<file path="config.mk">
export PLATFORM = sky130hd
export DESIGN_NAME = touch_calibrate_and_stabilize
export DESIGN_NICKNAME = d
export VERILOG_FILES = /design/src/rtl/tcs_pkg.sv /design/src/rtl/tcs_div.sv /design/src/rtl/touch_calibrate_and_stabilize.sv
export SDC_FILE = /design/constraint.sdc
export NUM_CORES = 1
export LEC_CHECK = 0
export BUFFER_PORTS_ARGS = -buffer_cell sky130_fd_sc_hd__buf_2
export CAP_MARGIN = 20
export CORE_MARGIN = 10
export CORE_UTILIZATION = 44
export DETAILED_ROUTE_END_ITERATION = 12
export GPL_TIMING_DRIVEN = 0
export PLACE_DENSITY_LB_ADDON = 0.2
export SLEW_MARGIN = 20
export SYNTH_ARGS = -nofsm -noshare
export SYNTH_HDL_FRONTEND = slang
export SYNTH_SLANG_ARGS = --single-unit
</file>
<file path="constraint.sdc">
create_clock -name clock -period 20.5 [get_ports clock]
set_input_delay 3.075 -clock clock [delete_from_list [all_inputs] [get_ports clock]]
set_output_delay 3.075 -clock clock [all_outputs]
set_load 0.05 [all_outputs]
</file>
<file path="src/rtl/tcs_pkg.sv">
// Shared types and constants for the touch calibrate and stabilize block.
// Holds the transaction payload structs, divider status and register codes.
// Depends on nothing; every other file imports it.
package tcs_pkg;

   // Field widths of the transaction payloads and the configuration port.
   localparam int RAW_W       = 12;
   localparam int XPOS_W      = 9;
   localparam int YPOS_W      = 8;
   localparam int CNT_W       = 8;
   localparam int CSR_INDEX_W = 3;
   localparam int CSR_DATA_W  = 12;

   // Position arithmetic is sized for screens of up to 4096 pixels per axis.
   localparam int POS_W      = 12;
   localparam int SPAN_W     = 12;
   localparam int DIVISOR_W  = 12;
   localparam int DIVIDEND_W = RAW_W + SPAN_W;

   // Saturation value of the stable-sample counter.
   localparam logic [CNT_W-1:0] COUNT_MAX = 8'd255;

   // Configuration register indexes.
   localparam logic [CSR_INDEX_W-1:0] CSR_X_LEFT    = 3'd0;
   localparam logic [CSR_INDEX_W-1:0] CSR_X_RIGHT   = 3'd1;
   localparam logic [CSR_INDEX_W-1:0] CSR_Y_TOP     = 3'd2;
   localparam logic [CSR_INDEX_W-1:0] CSR_Y_BOTTOM  = 3'd3;
   localparam logic [CSR_INDEX_W-1:0] CSR_TOLERANCE = 3'd4;
   localparam logic [CSR_INDEX_W-1:0] CSR_THRESHOLD = 3'd5;

   // Reset values of the configuration registers.
   localparam logic [RAW_W-1:0] X_LEFT_RESET    = 12'd3857;
   localparam logic [RAW_W-1:0] X_RIGHT_RESET   = 12'd239;
   localparam logic [RAW_W-1:0] Y_TOP_RESET     = 12'd213;
   localparam logic [RAW_W-1:0] Y_BOTTOM_RESET  = 12'd3693;
   localparam logic [CNT_W-1:0] TOLERANCE_RESET = 8'd8;
   localparam logic [CNT_W-1:0] THRESHOLD_RESET = 8'd0;

   // One touch sample.
   typedef struct packed {
      logic             touched;
      logic [RAW_W-1:0] raw_x;
      logic [RAW_W-1:0] raw_y;
   } tcs_req_type;

   // One result: press state and the last stable position.
   typedef struct packed {
      logic              pressed;
      logic [XPOS_W-1:0] x_pos;
      logic [YPOS_W-1:0] y_pos;
   } tcs_rsp_type;

   // Status of the shared divider.
   typedef struct packed {
      logic busy;
      logic done;
   } tcs_div_status_type;

endpackage

</file>
<file path="src/rtl/tcs_div.sv">
// Restoring unsigned divider, one quotient bit per clock cycle.
// Shared by both axes of the calibration map; uses tcs_pkg widths and types.
module tcs_div (
   input  logic                           clock,
   input  logic                           reset,
   input  logic                           start,
   input  logic [tcs_pkg::DIVIDEND_W-1:0] dividend,
   input  logic [tcs_pkg::DIVISOR_W-1:0]  divisor,
   output tcs_pkg::tcs_div_status_type    status,
   output logic [tcs_pkg::DIVIDEND_W-1:0] quotient
);
   import tcs_pkg::*;

   localparam int STEP_W = $clog2(DIVIDEND_W);
   localparam logic [STEP_W-1:0] LAST_STEP = STEP_W'(DIVIDEND_W - 1);

   logic                  busy_ff, busy_in;
   logic                  done_ff, done_in;
   logic [STEP_W-1:0]     step_ff, step_in;
   logic [DIVIDEND_W-1:0] quo_ff, quo_in;
   logic [DIVISOR_W-1:0]  rem_ff, rem_in;
   logic [DIVISOR_W-1:0]  den_ff, den_in;
   logic [DIVISOR_W:0]    rem_shift;
   logic [DIVISOR_W+1:0]  trial;
   logic                  borrow;

   // One shift-and-subtract step of the restoring division.
   assign rem_shift = {rem_ff, quo_ff[DIVIDEND_W-1]};
   assign trial     = {1'b0, rem_shift} - {2'b00, den_ff};
   assign borrow    = trial[DIVISOR_W+1];

   // Sequencing of the iterations.
   always_comb begin
      busy_in = busy_ff;
      done_in = 1'b0;
      step_in = step_ff;
      quo_in  = quo_ff;
      rem_in  = rem_ff;
      den_in  = den_ff;
      if (start) begin
         busy_in = 1'b1;
         step_in = '0;
         quo_in  = dividend;
         rem_in  = '0;
         den_in  = divisor;
      end else if (busy_ff) begin
         quo_in  = {quo_ff[DIVIDEND_W-2:0], ~borrow};
         rem_in  = borrow ? rem_shift[DIVISOR_W-1:0] : trial[DIVISOR_W-1:0];
         step_in = step_ff + 1'b1;
         if (step_ff == LAST_STEP) begin
            busy_in = 1'b0;
            done_in = 1'b1;
         end
      end
   end

   always_ff @(posedge clock) begin
      if (reset) begin
         busy_ff <= 1'b0;
         done_ff <= 1'b0;
         step_ff <= '0;
      end else begin
         busy_ff <= busy_in;
         done_ff <= done_in;
         step_ff <= step_in;
      end
   end

   // Operand and result registers carry no reset.
   always_ff @(posedge clock) begin
      quo_ff <= quo_in;
      rem_ff <= rem_in;
      den_ff <= den_in;
   end

   assign status.busy = busy_ff;
   assign status.done = done_ff;
   assign quotient    = quo_ff;

   // A new division never starts on top of a running one.
   a_start_idle: assert property (@(posedge clock) disable iff (reset)
      start |-> !busy_ff)
      else $error("divider started while busy");

   // The last iteration is followed by the done pulse.
   a_last_done: assert property (@(posedge clock) disable iff (reset)
      (busy_ff && !start && step_ff == LAST_STEP) |=> (done_ff && !busy_ff))
      else $error("divider did not finish after its last step");

   // Done is a single pulse outside the busy window.
   a_done_pulse: assert property (@(posedge clock) disable iff (reset)
      done_ff |-> (!busy_ff && !$past(done_ff)))
      else $error("divider done overlaps busy or lasts two cycles");

endmodule

</file>
<file path="src/rtl/touch_calibrate_and_stabilize.sv">
// Touch sample calibration to screen coordinates with press debounce; uses tcs_pkg, tcs_div.
// A touched sample is mapped axis by axis, and the next sample is accepted only after its
// result is committed: per axis a multiply, a load, 24 divide steps and a done step
// on the one shared divider, then the update step. A sample without touch goes straight
// to the update step. A stalled result holds the update step. Synchronous active-high
// reset clears the sequencer and tracking state.
module touch_calibrate_and_stabilize #(
   parameter int SCREEN_WIDTH  = 320,
   parameter int SCREEN_HEIGHT = 240
) (
   input  logic                            clock,
   input  logic                            reset,
   input  logic                            req_valid,
   output logic                            req_ready,
   input  tcs_pkg::tcs_req_type            req_payload,
   output logic                            rsp_valid,
   input  logic                            rsp_ready,
   output tcs_pkg::tcs_rsp_type            rsp_payload,
   input  logic                            csr_valid,
   output logic                            csr_ready,
   input  logic [tcs_pkg::CSR_INDEX_W-1:0] csr_index,
   input  logic [tcs_pkg::CSR_DATA_W-1:0]  csr_wdata
);
   import tcs_pkg::*;

   localparam int XW = $clog2(SCREEN_WIDTH);
   localparam int YW = $clog2(SCREEN_HEIGHT);
   localparam logic [SPAN_W-1:0] SPAN_M1_X = SPAN_W'(SCREEN_WIDTH - 1);
   localparam logic [SPAN_W-1:0] SPAN_M1_Y = SPAN_W'(SCREEN_HEIGHT - 1);

   typedef enum logic [4:0] {
      ST_IDLE   = 5'b00001,
      ST_MUL    = 5'b00010,
      ST_LOAD   = 5'b00100,
      ST_DIV    = 5'b01000,
      ST_UPDATE = 5'b10000
   } tcs_state_type;

   tcs_state_type state_ff, state_in;
   logic          axis_ff, axis_in;

   logic [RAW_W-1:0] x_left_ff, x_right_ff, y_top_ff, y_bottom_ff;
   logic [CNT_W-1:0] tol_ff, thr_ff;

   logic             touched_ff;
   logic [RAW_W-1:0] raw_x_ff, raw_y_ff;

   logic [DIVIDEND_W-1:0] prod_ff;
   logic [DIVISOR_W-1:0]  den_mag_ff;
   logic                  neg_ff, zero_ff;
   logic [XW-1:0]         x_val_ff;
   logic [YW-1:0]         y_val_ff;

   logic [XW-1:0]    prev_x_ff, prev_x_in, held_x_ff, held_x_in;
   logic [YW-1:0]    prev_y_ff, prev_y_in, held_y_ff, held_y_in;
   logic [CNT_W-1:0] count_ff, count_in;

   logic        rsp_valid_ff, rsp_valid_in;
   tcs_rsp_type rsp_payload_ff;
   logic        pressed_c;

   logic [RAW_W-1:0]      raw_sel, lo_sel, hi_sel;
   logic [SPAN_W-1:0]     span_m1_sel;
   logic [RAW_W:0]        num_diff, num_neg, den_diff, den_neg;
   logic [RAW_W-1:0]      num_mag;
   logic [DIVIDEND_W-1:0] prod_c;
   logic [POS_W-1:0]      axis_result;

   logic                  div_start;
   tcs_div_status_type    div_status;
   logic [DIVIDEND_W-1:0] div_quotient;

   logic [XW-1:0] dist_x;
   logic [YW-1:0] dist_y;
   logic          stable_c;
   logic          commit;

   // Configuration registers, always ready.
   assign csr_ready = 1'b1;

   always_ff @(posedge clock) begin
      if (reset) begin
         x_left_ff   <= X_LEFT_RESET;
         x_right_ff  <= X_RIGHT_RESET;
         y_top_ff    <= Y_TOP_RESET;
         y_bottom_ff <= Y_BOTTOM_RESET;
         tol_ff      <= TOLERANCE_RESET;
         thr_ff      <= THRESHOLD_RESET;
      end else if (csr_valid) begin
         case (csr_index)
            CSR_X_LEFT:    x_left_ff   <= csr_wdata[RAW_W-1:0];
            CSR_X_RIGHT:   x_right_ff  <= csr_wdata[RAW_W-1:0];
            CSR_Y_TOP:     y_top_ff    <= csr_wdata[RAW_W-1:0];
            CSR_Y_BOTTOM:  y_bottom_ff <= csr_wdata[RAW_W-1:0];
            CSR_TOLERANCE: tol_ff      <= csr_wdata[CNT_W-1:0];
            CSR_THRESHOLD: thr_ff      <= csr_wdata[CNT_W-1:0];
            default: begin
            end
         endcase
      end
   end

   // Operand selection for the axis in progress.
   assign raw_sel     = axis_ff ? raw_y_ff    : raw_x_ff;
   assign lo_sel      = axis_ff ? y_top_ff    : x_left_ff;
   assign hi_sel      = axis_ff ? y_bottom_ff : x_right_ff;
   assign span_m1_sel = axis_ff ? SPAN_M1_Y   : SPAN_M1_X;

   // Signed offsets split into magnitude and sign; the quotient sign is their xor.
   assign num_diff = {1'b0, raw_sel} - {1'b0, lo_sel};
   assign den_diff = {1'b0, hi_sel} - {1'b0, lo_sel};
   assign num_neg  = -num_diff;
   assign den_neg  = -den_diff;
   assign num_mag  = num_diff[RAW_W] ? num_neg[RAW_W-1:0] : num_diff[RAW_W-1:0];
   assign prod_c   = DIVIDEND_W'(num_mag) * DIVIDEND_W'(span_m1_sel);

   // Multiply stage result registers.
   always_ff @(posedge clock) begin
      if (state_ff == ST_MUL) begin
         prod_ff    <= prod_c;
         den_mag_ff <= den_diff[RAW_W] ? den_neg[RAW_W-1:0] : den_diff[RAW_W-1:0];
         neg_ff     <= num_diff[RAW_W] ^ den_diff[RAW_W];
         zero_ff    <= (den_diff == '0);
      end
   end

   assign div_start = (state_ff == ST_LOAD);

   tcs_div u_div (
      .clock    (clock),
      .reset    (reset),
      .start    (div_start),
      .dividend (prod_ff),
      .divisor  (den_mag_ff),
      .status   (div_status),
      .quotient (div_quotient)
   );

   // A negative quotient or equal endpoints give zero; large values clamp.
   always_comb begin
      if (zero_ff || neg_ff) begin
         axis_result = '0;
      end else if (div_quotient > DIVIDEND_W'(span_m1_sel)) begin
         axis_result = POS_W'(span_m1_sel);
      end else begin
         axis_result = div_quotient[POS_W-1:0];
      end
   end

   always_ff @(posedge clock) begin
      if (state_ff == ST_DIV && div_status.done) begin
         if (axis_ff) begin
            y_val_ff <= axis_result[YW-1:0];
         end else begin
            x_val_ff <= axis_result[XW-1:0];
         end
      end
   end

   // Capture of the accepted sample.
   always_ff @(posedge clock) begin
      if (req_valid && req_ready) begin
         touched_ff <= req_payload.touched;
         raw_x_ff   <= req_payload.raw_x;
         raw_y_ff   <= req_payload.raw_y;
      end
   end

   // Sequencer: for a touched sample map X, then Y, then update the debounce state.
   assign req_ready = (state_ff == ST_IDLE);
   assign commit    = (state_ff == ST_UPDATE) && (!rsp_valid_ff || rsp_ready);

   always_comb begin
      state_in = state_ff;
      axis_in  = axis_ff;
      case (state_ff)
         ST_IDLE: begin
            if (req_valid) begin
               axis_in  = 1'b0;
               state_in = req_payload.touched ? ST_MUL : ST_UPDATE;
            end
         end
         ST_MUL:  state_in = ST_LOAD;
         ST_LOAD: state_in = ST_DIV;
         ST_DIV: begin
            if (div_status.done) begin
               axis_in  = 1'b1;
               state_in = axis_ff ? ST_UPDATE : ST_MUL;
            end
         end
         ST_UPDATE: begin
            if (commit) begin
               state_in = ST_IDLE;
            end
         end
         default: state_in = ST_IDLE;
      endcase
   end

   // Stability check against the previous touched position.
   assign dist_x   = (x_val_ff > prev_x_ff) ? x_val_ff - prev_x_ff : prev_x_ff - x_val_ff;
   assign dist_y   = (y_val_ff > prev_y_ff) ? y_val_ff - prev_y_ff : prev_y_ff - y_val_ff;
   assign stable_c = (POS_W'(dist_x) < POS_W'(tol_ff)) && (POS_W'(dist_y) < POS_W'(tol_ff));

   always_comb begin
      count_in  = count_ff;
      prev_x_in = prev_x_ff;
      prev_y_in = prev_y_ff;
      held_x_in = held_x_ff;
      held_y_in = held_y_ff;
      pressed_c = 1'b0;
      if (touched_ff) begin
         if (stable_c) begin
            count_in = (count_ff == COUNT_MAX) ? COUNT_MAX : count_ff + 1'b1;
         end else begin
            count_in = '0;
         end
         prev_x_in = x_val_ff;
         prev_y_in = y_val_ff;
         if (count_in >= thr_ff) begin
            pressed_c = 1'b1;
            held_x_in = x_val_ff;
            held_y_in = y_val_ff;
         end
      end
   end

   always_comb begin
      rsp_valid_in = rsp_valid_ff;
      if (commit) begin
         rsp_valid_in = 1'b1;
      end else if (rsp_ready) begin
         rsp_valid_in = 1'b0;
      end
   end

   always_ff @(posedge clock) begin
      if (reset) begin
         state_ff     <= ST_IDLE;
         axis_ff      <= 1'b0;
         rsp_valid_ff <= 1'b0;
         count_ff     <= '0;
         prev_x_ff    <= '0;
         prev_y_ff    <= '0;
         held_x_ff    <= '0;
         held_y_ff    <= '0;
      end else begin
         state_ff     <= state_in;
         axis_ff      <= axis_in;
         rsp_valid_ff <= rsp_valid_in;
         if (commit) begin
            count_ff  <= count_in;
            prev_x_ff <= prev_x_in;
            prev_y_ff <= prev_y_in;
            held_x_ff <= held_x_in;
            held_y_ff <= held_y_in;
         end
      end
   end

   // Output register holds the transaction until it is taken.
   always_ff @(posedge clock) begin
      if (commit) begin
         rsp_payload_ff.pressed <= pressed_c;
         rsp_payload_ff.x_pos   <= XPOS_W'(held_x_in);
         rsp_payload_ff.y_pos   <= YPOS_W'(held_y_in);
      end
   end

   assign rsp_valid   = rsp_valid_ff;
   assign rsp_payload = rsp_payload_ff;

   // The divider is only started from the load step while it is idle.
   a_div_load: assert property (@(posedge clock) disable iff (reset)
      div_start |-> !div_status.busy)
      else $error("divider started while a division is running");

   // A finished division is only seen while the sequencer waits for it.
   a_div_done: assert property (@(posedge clock) disable iff (reset)
      div_status.done |-> (state_ff == ST_DIV))
      else $error("division finished outside the wait step");

   // Every committed sample produces a pending result.
   a_commit_rsp: assert property (@(posedge clock) disable iff (reset)
      commit |=> rsp_valid)
      else $error("committed sample produced no result");

   // The latched position never leaves the screen.
   a_held_range: assert property (@(posedge clock) disable iff (reset)
      (held_x_ff <= XW'(SCREEN_WIDTH - 1)) && (held_y_ff <= YW'(SCREEN_HEIGHT - 1)))
      else $error("stable position outside the screen");

endmodule
</file>
==> results.yml <==
synthesis:
  synth_top_area_share: 0.2295
  synth_edf_count: 131
  synthTopCellsByCount: "nand2_1, inv_1, ha_1"
  synthDistinctLibCells: 70
  synth_top_area_cell: "edfxtp_1"
  yosys-mux-area-fraction: 0.06183
  synthAdderAreaFrac: 0.1861
  yosysSeqAreaShare: 0.3837
  synth_flop_cell: "dfxtp_1"
  yosys.area_share.simple: 0.1525
  synth_cells: 1792
  synthesis.area_mm2: 0.01714
  yosys-top-cells-area: "edfxtp_1, dfxtp_1, ha_1"
  yosysWarnings: 0
  synth_fp_nets: 2053
  ys_seq_elements: 263
  synth-compound-area-share: 0.1194
  synth-xor-area-share: 0.03935
  synth_top_family_by_area: "adder cells"
  syn_avg_cell_area_um2: 9.565
  async_reset_ff_frac: 0
  yosysMostFrequentCell: "nand2_1"
floorplan:
  pin_count: 66
  core_area_mm2: 0.03856
  die_h_um: 217.4
  dieArea_mm2: 0.04725
  initial_core_util: 0.4445
  rows: 72
  die_w_um: 217.4
clocking:
  clk_pin_slew_ps: 60
  clk_path_buf_depth: 3
  cts_hold_buf: 0
  cts_made_buffers: 30
  clkLatencyLatePin_ps: 570
  cts_root_buf: "clkbuf_16"
  cts.sinks: 263
  cts_tree: "built"
  cts-htree-levels: 1
  ctsResizeCount: 0
  post_cts_buffers: 0
global_routing:
  gr-usage-met2: 0.2918
  top_usage_layer: "met2"
  use_met3: 0.02441
  grt_use_total: 0.1727
  first_global_vias: 12760
  antenna_found_initial: 1
  grt_overflow_total: 0
  met1_usage: 0.2282
  grt_max_degree: 36
  grt_pass1_wl_um: 66810
timing:
  finalCriticalPeriod_ps: 9544
  rsz0062_at_grt: "no"
  setup_tns_ps: 0
  worstMarginPinSlew_ps: 1060
  fmax_mhz: 104.8
  setup_viol: 0
  slew_headroom: 0.2936
  report.final.slew_viol_count: 0
  min_period_over_period: 0.4656
  layout_setup_ws_ps: 10960
  fin_skew_ps: 10.22
  finalHoldViolCount: 0
setup_path:
  cp-start-kind: "flip-flop"
  cpMaxStageDelayCell: "buf_1"
  crit_path_end_kind: "flip-flop"
  required_ps: 20800
  arrival_ps: 9850
  timing.critical_path.mode_cell: "inv_1"
  cp_max_fo: 10
  path_class: "reg2reg"
  path_buf_inv: 8
  critPathTopFamily: "adder cells"
  max_stage_delay_ps: 850
layout:
  drive_gt1_frac: 0.1026
  fillers: 3720
  final_area_mm2: 0.01904
  area_growth_pct: 11.11
  antennaDiodeCount: 0
  num-nets-final: 2150
place:
  globalplace.congestion: 0.8425
  pre_cts_ws_ps: 10600
  dp_hpwl_um: 31330
  io_buffers: 64
  placed_area_mm2: 0.01813
drt:
  dr.pass1.iters: 5
  wl_per_cell_um: 16.66
  first_iter_violations: 699
  routed_wirelength_um: 40460
  ant_nets: 0
  routed_via_density: 5.232
  drc_errors: 0
  vias: 12700
run_status:
  status: "finished clean"
job:
  maxCapViolCount: 0
worst_hold_path:
  hold_path_class: "reg2reg"
[cell usage in the layout, fill, tap and decap left out, drive strengths merged, types with 9 or more instances in the layout]
cell type and n:
a31oi 14, ha 151, o21a 17, nand4 13, xnor2 56, nand3b 35
inv 180, mux2 47, dfxtp 132, a21oi 127, nor3 30, nor2b 18
a211oi 20, nand2b 16, o21ai 47, o31ai 9, mux2i 53, nand3 17
clkbuf 91, and2 16, nand2 266, fa 65, edfxtp 131, xor2 21
nor2 109, clkinv 12, and3 10, o21bai 10, a21o 21, or2 9
buf 83
[routing by layer]
| layer | wire (um) | share of wire |
|---|---|---|
| met5 | 0 | 0 |
| met4 | 783 | 0.019 |
| met3 | 1915 | 0.047 |
| met2 | 19130 | 0.47 |
| met1 | 18620 | 0.46 |
[state kept, by name, summed over array words and instances (netlist names), 12 cells and up]
| name | count |
|---|---|
| u_div.quotient | 24 |
| den_mag_ff | 12 |
| x_left_ff | 12 |
| y_bottom_ff | 12 |
| raw_x_ff | 12 |
| rsp_payload | 18 |
| prod_ff | 21 |
| raw_y_ff | 12 |
| y_top_ff | 12 |
| x_right_ff | 12 |
| u_div.rem_ff | 12 |
| u_div.den_ff | 12 |
[through the flow]
step,hold WS [ps],utilization,std cells
6_report,420.3,0.4939,2428
5_1_grt,429.1,0.4939,2428
4_1_cts,421.7,0.4936,2428
3_5_place_dp,408.0,0.4701,2375
3_3_place_gp,403.5,0.4697,2374
2_1_floorplan,400.3,-,1792
[path summary, 6_finish.rpt]
kind | from | to | slack, ps | cells past startpoint
setup / recovery | axis_ff | prod_ff[20] | 10960 | 30
hold / removal | den_mag_ff[2] | u_div.den_ff[2] | 420 | 0
setup reg to reg | axis_ff | prod_ff[20] | 10960 | 30
hold reg to reg | den_mag_ff[2] | u_div.den_ff[2] | 420 | 0
[kinds of logic after synthesis]
family,Yosys count
compound gates,319
xor+xnor,77
fa+ha+maj,216
buf+inv,250
flops,263
mux,100
other cells,2
simple gates,565
[area by class of cell]
type	count	area, um^2	share of cell area
Clock buffer	38	822.0	0.04316
Buffer	71	301.5	0.01583
Inverter	179	671.9	0.03528
Timing Repair Buffer	65	335.3	0.01761
Multi-Input combinational cell	1279	9607	0.5044
Tap cell	518	648.1	0.03403
Sequential cell	263	6576	0.3453
Clock inverter	15	82.58	0.004336
Power is not shown: default switching activity piles up to over one toggle a cycle in this logic, so the estimate is an artifact.
